`src/hdl/nurbs_knot_vector_engine_defines.svh`:
```
// assertion macros for the knot vector engine
`ifndef NURBS_KNOT_VECTOR_ENGINE_DEFINES_SVH
`define NURBS_KNOT_VECTOR_ENGINE_DEFINES_SVH
// implication checked on every clock outside reset
`define NKV_ASSERT_IMP(lbl, ante, cons) \
  lbl: assert property (@(posedge clk) disable iff (rst) (ante) |-> (cons)) \
    else $error("nkv check failed");
// implication whose consequent is checked in the cycle after the antecedent
`define NKV_ASSERT_NXT(lbl, ante, cons) \
  lbl: assert property (@(posedge clk) disable iff (rst) (ante) |=> (cons)) \
    else $error("nkv check failed");
`endif

```
`src/hdl/nkv_pkg.sv`:
```
`default_nettype none
package nkv_pkg;
  localparam int NumKnots = 64;
  localparam int IdxW = 6;
  localparam int CntW = 7;
  localparam int KnotW = 32;
  localparam int TolW = 16;
  localparam logic [IdxW-1:0] LastLimit = 6'd63;
  localparam logic [KnotW-1:0] OneQ16 = 32'h0001_0000;
  localparam logic [2:0] ActInit = 3'd0;
  localparam logic [2:0] ActWrite = 3'd1;
  localparam logic [2:0] ActSpan = 3'd2;
  localparam logic [2:0] ActInsert = 3'd3;
  localparam logic [2:0] ActMultIdx = 3'd4;
  localparam logic [2:0] ActMultVal = 3'd5;
  localparam logic CfgDegree = 1'b0;
  localparam logic CfgTolerance = 1'b1;
  typedef logic signed [KnotW-1:0] knot_t;
  typedef struct packed {
    logic load;
    logic shift;
  } cell_ctl_t;
  typedef struct packed {
    logic near;
    logic less;
  } cell_flag_t;
endpackage
`default_nettype wire

```
`src/hdl/nkv_cell.sv`:
```
`default_nettype none
module nkv_cell (
  input  wire logic                     clk,
  input  wire logic                     rst,
  input  wire nkv_pkg::cell_ctl_t       ctl,
  input  wire nkv_pkg::knot_t           din,
  input  wire nkv_pkg::knot_t           left,
  input  wire nkv_pkg::knot_t           ref_value,
  input  wire nkv_pkg::knot_t           query,
  input  wire logic [nkv_pkg::TolW-1:0] tol,
  output nkv_pkg::knot_t                knot,
  output nkv_pkg::cell_flag_t           flag
);
  import nkv_pkg::*;
  logic signed [KnotW:0] diff;
  logic [KnotW:0] dabs;

  always_ff @(posedge clk) begin
    if (rst) begin
      knot <= '0;
    end else if (ctl.load) begin
      knot <= din;
    end else if (ctl.shift) begin
      knot <= left;
    end
  end

  always_comb begin
    diff = {knot[KnotW-1], knot} - {ref_value[KnotW-1], ref_value};
    dabs = diff[KnotW] ? (KnotW+1)'(-diff) : diff;
    flag.near = dabs <= {{(KnotW+1-TolW){1'b0}}, tol};
    flag.less = query < knot;
  end
endmodule
`default_nettype wire

```
`config.mk`:
```
export PLATFORM = sky130hd
export DESIGN_NAME = nkv_cell
export DESIGN_NICKNAME = d
export VERILOG_FILES = /design/src/hdl/nurbs_knot_vector_engine_defines.svh /design/src/hdl/nkv_pkg.sv /design/src/hdl/nkv_cell.sv
export SDC_FILE = /design/constraint.sdc
export NUM_CORES = 1
export LEC_CHECK = 0
export BUFFER_PORTS_ARGS = -buffer_cell sky130_fd_sc_hd__buf_2
export CAP_MARGIN = 20
export CORE_MARGIN = 2
export CORE_UTILIZATION = 30
export DETAILED_ROUTE_END_ITERATION = 8
export GPL_TIMING_DRIVEN = 0
export SLEW_MARGIN = 20
export SYNTH_ARGS = -nofsm -noshare
export SYNTH_HDL_FRONTEND = slang
export SYNTH_SLANG_ARGS = --single-unit
```
`constraint.sdc`:
```
create_clock -name clk -period 18.4 [get_ports clk]
set_input_delay 2.76 -clock clk [delete_from_list [all_inputs] [get_ports clk]]
set_output_delay 2.76 -clock clk [all_outputs]
set_load 0.01 [all_outputs]
```
==> flow_summary_export.csv <==
group,metric,value,unit
drt,dr.first_iter.drc_count,356,
power,power.density,55.1,nW/um^2
synthesis,synth_cell_types,76,
synthesis,synth_ff_type,"dfxtp_1",
drt,wire_per_inst,14.5,um
drt,drc,0,
clock_tree,cts.sinks,32,
layout,drive_gt1_share,20.6,%
sta,tns,0,ns
setup_path,max_stage_delay,0.74,ns
synthesis,syn-mean-instance-area,6.97,um^2
sta,hold_viol,0,
drt,vias_per_cell,5.12,
clock_tree,ctsHtreeMaxLevel,2,
synthesis,synth_common_cells,"nor2_1, inv_1, a21oi_1",
layout,num-nets-final,1239,
run,drv_cap,0,
die,die_w,142,um
drt,num_vias,6378,
synthesis,ys_warn_count,0,
drt,final_antenna_net_count,0,
layout,final_cell_count_no_fill,1245,
synthesis,syn_inst,824,
synthesis,synth_area_leaders,"ha_1, dfxtp_1, nor2_1, a21oi_1, mux2i_1",
clock_tree,numCtsBuffers,5,
setup_path,crit_type,"in2out",
sta,slew_viol_final,0,
setup_path,cpLargestDelayFamily,"compound AO/OA/AOI/OAI gates",
setup_path,path_buf_inv,4,
place,dp_worst_setup_slack,6.49,ns
global_routing,grt_max_degree,11,
drt,wirelength,18000,um
power,comb_power_share,57.8,%
synthesis,synth-seq-cells,32,
layout,area_growth,23.2,%
setup_path,crit_path_max_fanout,10,
clock_tree,post_cts_buffers,0,
layout,n_antenna_cell,0,
clock_tree,cts_tree,"yes",
sta,setup_ws,6.60,ns
power,ir_worst_vdd,35.4,uV
die,die_h,142,um
synthesis,synth_top_area_cell,"ha_1",
power,p_leak,3.57,nW
setup_path,start_kind,"input pin",
power,p_sw,0.167,mW
synthesis,synth-edff-count,0,
sta,period_needed,11.80,ns
drt,drt-pass1-iter-count,5,
sta,post-route-period-util,64.1,%
die,ios,182,
place,place.gp.congestion,0.916,
power,internal-power,0.224,mW
setup_path,cpMaxStageDelayCell,"o32ai_1",
sta,grt_setup_unrepaired,"no",
power,power_frac_seq,20.5,%
die,row_count,50,
power,p_total,0.390,mW
layout,top_regs,"knot: 32 flops",
global_routing,grt_use_total,17.6,%
global_routing,grt_remaining_overflow,0,
power,p_sw_share,42.7,%
layout,largest_reg_flops,32,
sta,setup_violations,0,
sta,max_slew_margin,39.4,%
setup_path,regToRegStartpoint,"knot[25]$_SDFFE_PP0P_",
die,dieArea,20300,um^2
clock_tree,cts_buffer_depth,2,
clock_tree,clkTransAtPathRegs,0.05,ns
min_path,hp-class,"reg2reg",
global_routing,antenna_found_initial,0,
sta,finalClockSkew,0,ns
place,place_inst,1237,
synthesis,yosysMostFrequentCell,"nor2_1",
setup_path,crit_arrival,9.04,ns
die,start_util,30.6,%
clock_tree,cts-root-buf,"clkbuf_16",
place,dp_hpwl,15300,um
synthesis,syn_area,5740,um^2
synthesis,async_reset_ff_share,0,%
min_path,hold_end,"knot[1]$_SDFFE_PP0P_",
clock_tree,worstSkewPairLatency,0.28,ns
place,portBuffers,179,
synthesis,synth_top_cell_area_share,17.4,%
setup_path,end_kind,"primary output",
global_routing,first_global_vias,5951,
die,core_area,18800,um^2
sta,tightestPinTransition,0.901,ns
synthesis,seq_area_frac_synth,11.2,%
synthesis,synth_nets,1053,
clock_tree,cts_hold_buf,0,
setup_path,r2r_cells,4,
power,clkPwrFrac,21.6,%
clock_tree,cts.repair.resized,0,
global_routing,grt_pass1_wl,29100,um
sta,max_freq,84.8,MHz
layout,top_register,"knot",
setup_path,r2r_setup_slack,17.51,ns
setup_path,crit_required,15.64,ns
min_path,min_path_cells,4,
setup_path,worst_r2r_endpoint,"knot[25]$_SDFFE_PP0P_",
min_path,hold_start,"knot[1]$_SDFFE_PP0P_",
status,status,"finished clean",
power by group through the flow:
| stage | sequential (mW) | combinational (mW) | clock, mW |
|---|---|---|---|
| 6_report | 0.0802 | 0.226 | 0.0845 |
| 5_1_grt | 0.0811 | 0.255 | 0.0894 |
| 4_1_cts | 0.0804 | 0.226 | 0.0863 |
| 3_5_place_dp | 0.0818 | 0.225 | 0 |
| 3_3_place_gp | 0.0818 | 0.221 | 0 |
| 2_1_floorplan | 0.0816 | 0.161 | 0 |
worst register-to-register path, stage by stage (launching register included):
cell and delay [ns]:
dfxtp_1 0.37, mux2i_1 0.15, nor2_1 0.05, a21oi_1 0.14, nor2_1 0.05
kinds of logic after synthesis:
kind of cell               Yosys count  share of synthesized area, %
xor gates and xnor gates            32                          5.01
adders and majority gates           81                          17.8
DFF                                 32                          11.2
muxes                               39                          6.80
AOI/OAI and AO/OA                  229                          26.4
buffers and inverters              123                          8.28
and+or+nand+nor                    288                          24.6
layout make-up:
type,instances,area [um^2]
clock buffer,8,146
tap,234,293
multi-input combinational,669,4630
fill,2059,11700
timing repair buffer,179,896
buffer,33,138
inverter,90,338
sequential,32,641
per-stage QoR:
step,utilization [%],area [um^2],hold WS [ns]
after floorplan,-,5740,0.684
after global placement,36.9,6930,0.671
after detailed placement,36.9,6930,0.685
after CTS,37.7,7080,0.696
after global routing,37.7,7080,0.764
final,37.7,7080,0.691
routing by layer:
metal | share of wire [%] | vias to the layer above | global-route usage, % | routed length, um
met5 | 0 | - | 0 | 0
met4 | 0.87 | 0 | 3.23 | 156
met3 | 5.2 | 12 | 2.42 | 936
met2 | 47 | 176 | 30.3 | 8450
met1 | 47 | 2866 | 23.6 | 8480
li1 | - | 3324 | - | -
placed cells by master, fill, tap and decap left out, types with 10 or more instances in the layout:
master,count
o21ai_0,31
dfxtp_1,32
inv_1,90
a21o_1,26
a31oi_1,10
nor3_1,14
xnor2_1,20
a21oi_1,81
or3_1,10
nand3_1,12
buf_2,181
clkbuf_1,25
nor2_1,120
nand2b_1,10
ha_1,80
nand2_1,49
o211ai_1,14
nand4_1,22
mux2i_1,39
xor2_1,11
how the worst max path moves through the flow:
stage,start,end,slack [ns],depth (start not counted)
2_1_floorplan,ref_value[0],flag[1],7.86,23
3_3_place_gp,ref_value[0],flag[1],6.47,25
3_5_place_dp,ref_value[0],flag[1],6.49,25
4_1_cts,ref_value[0],flag[1],6.47,25
5_1_grt,ref_value[0],flag[1],5.99,25
6_report,ref_value[0],flag[1],6.60,25
(Power assumes the default switching activity.)
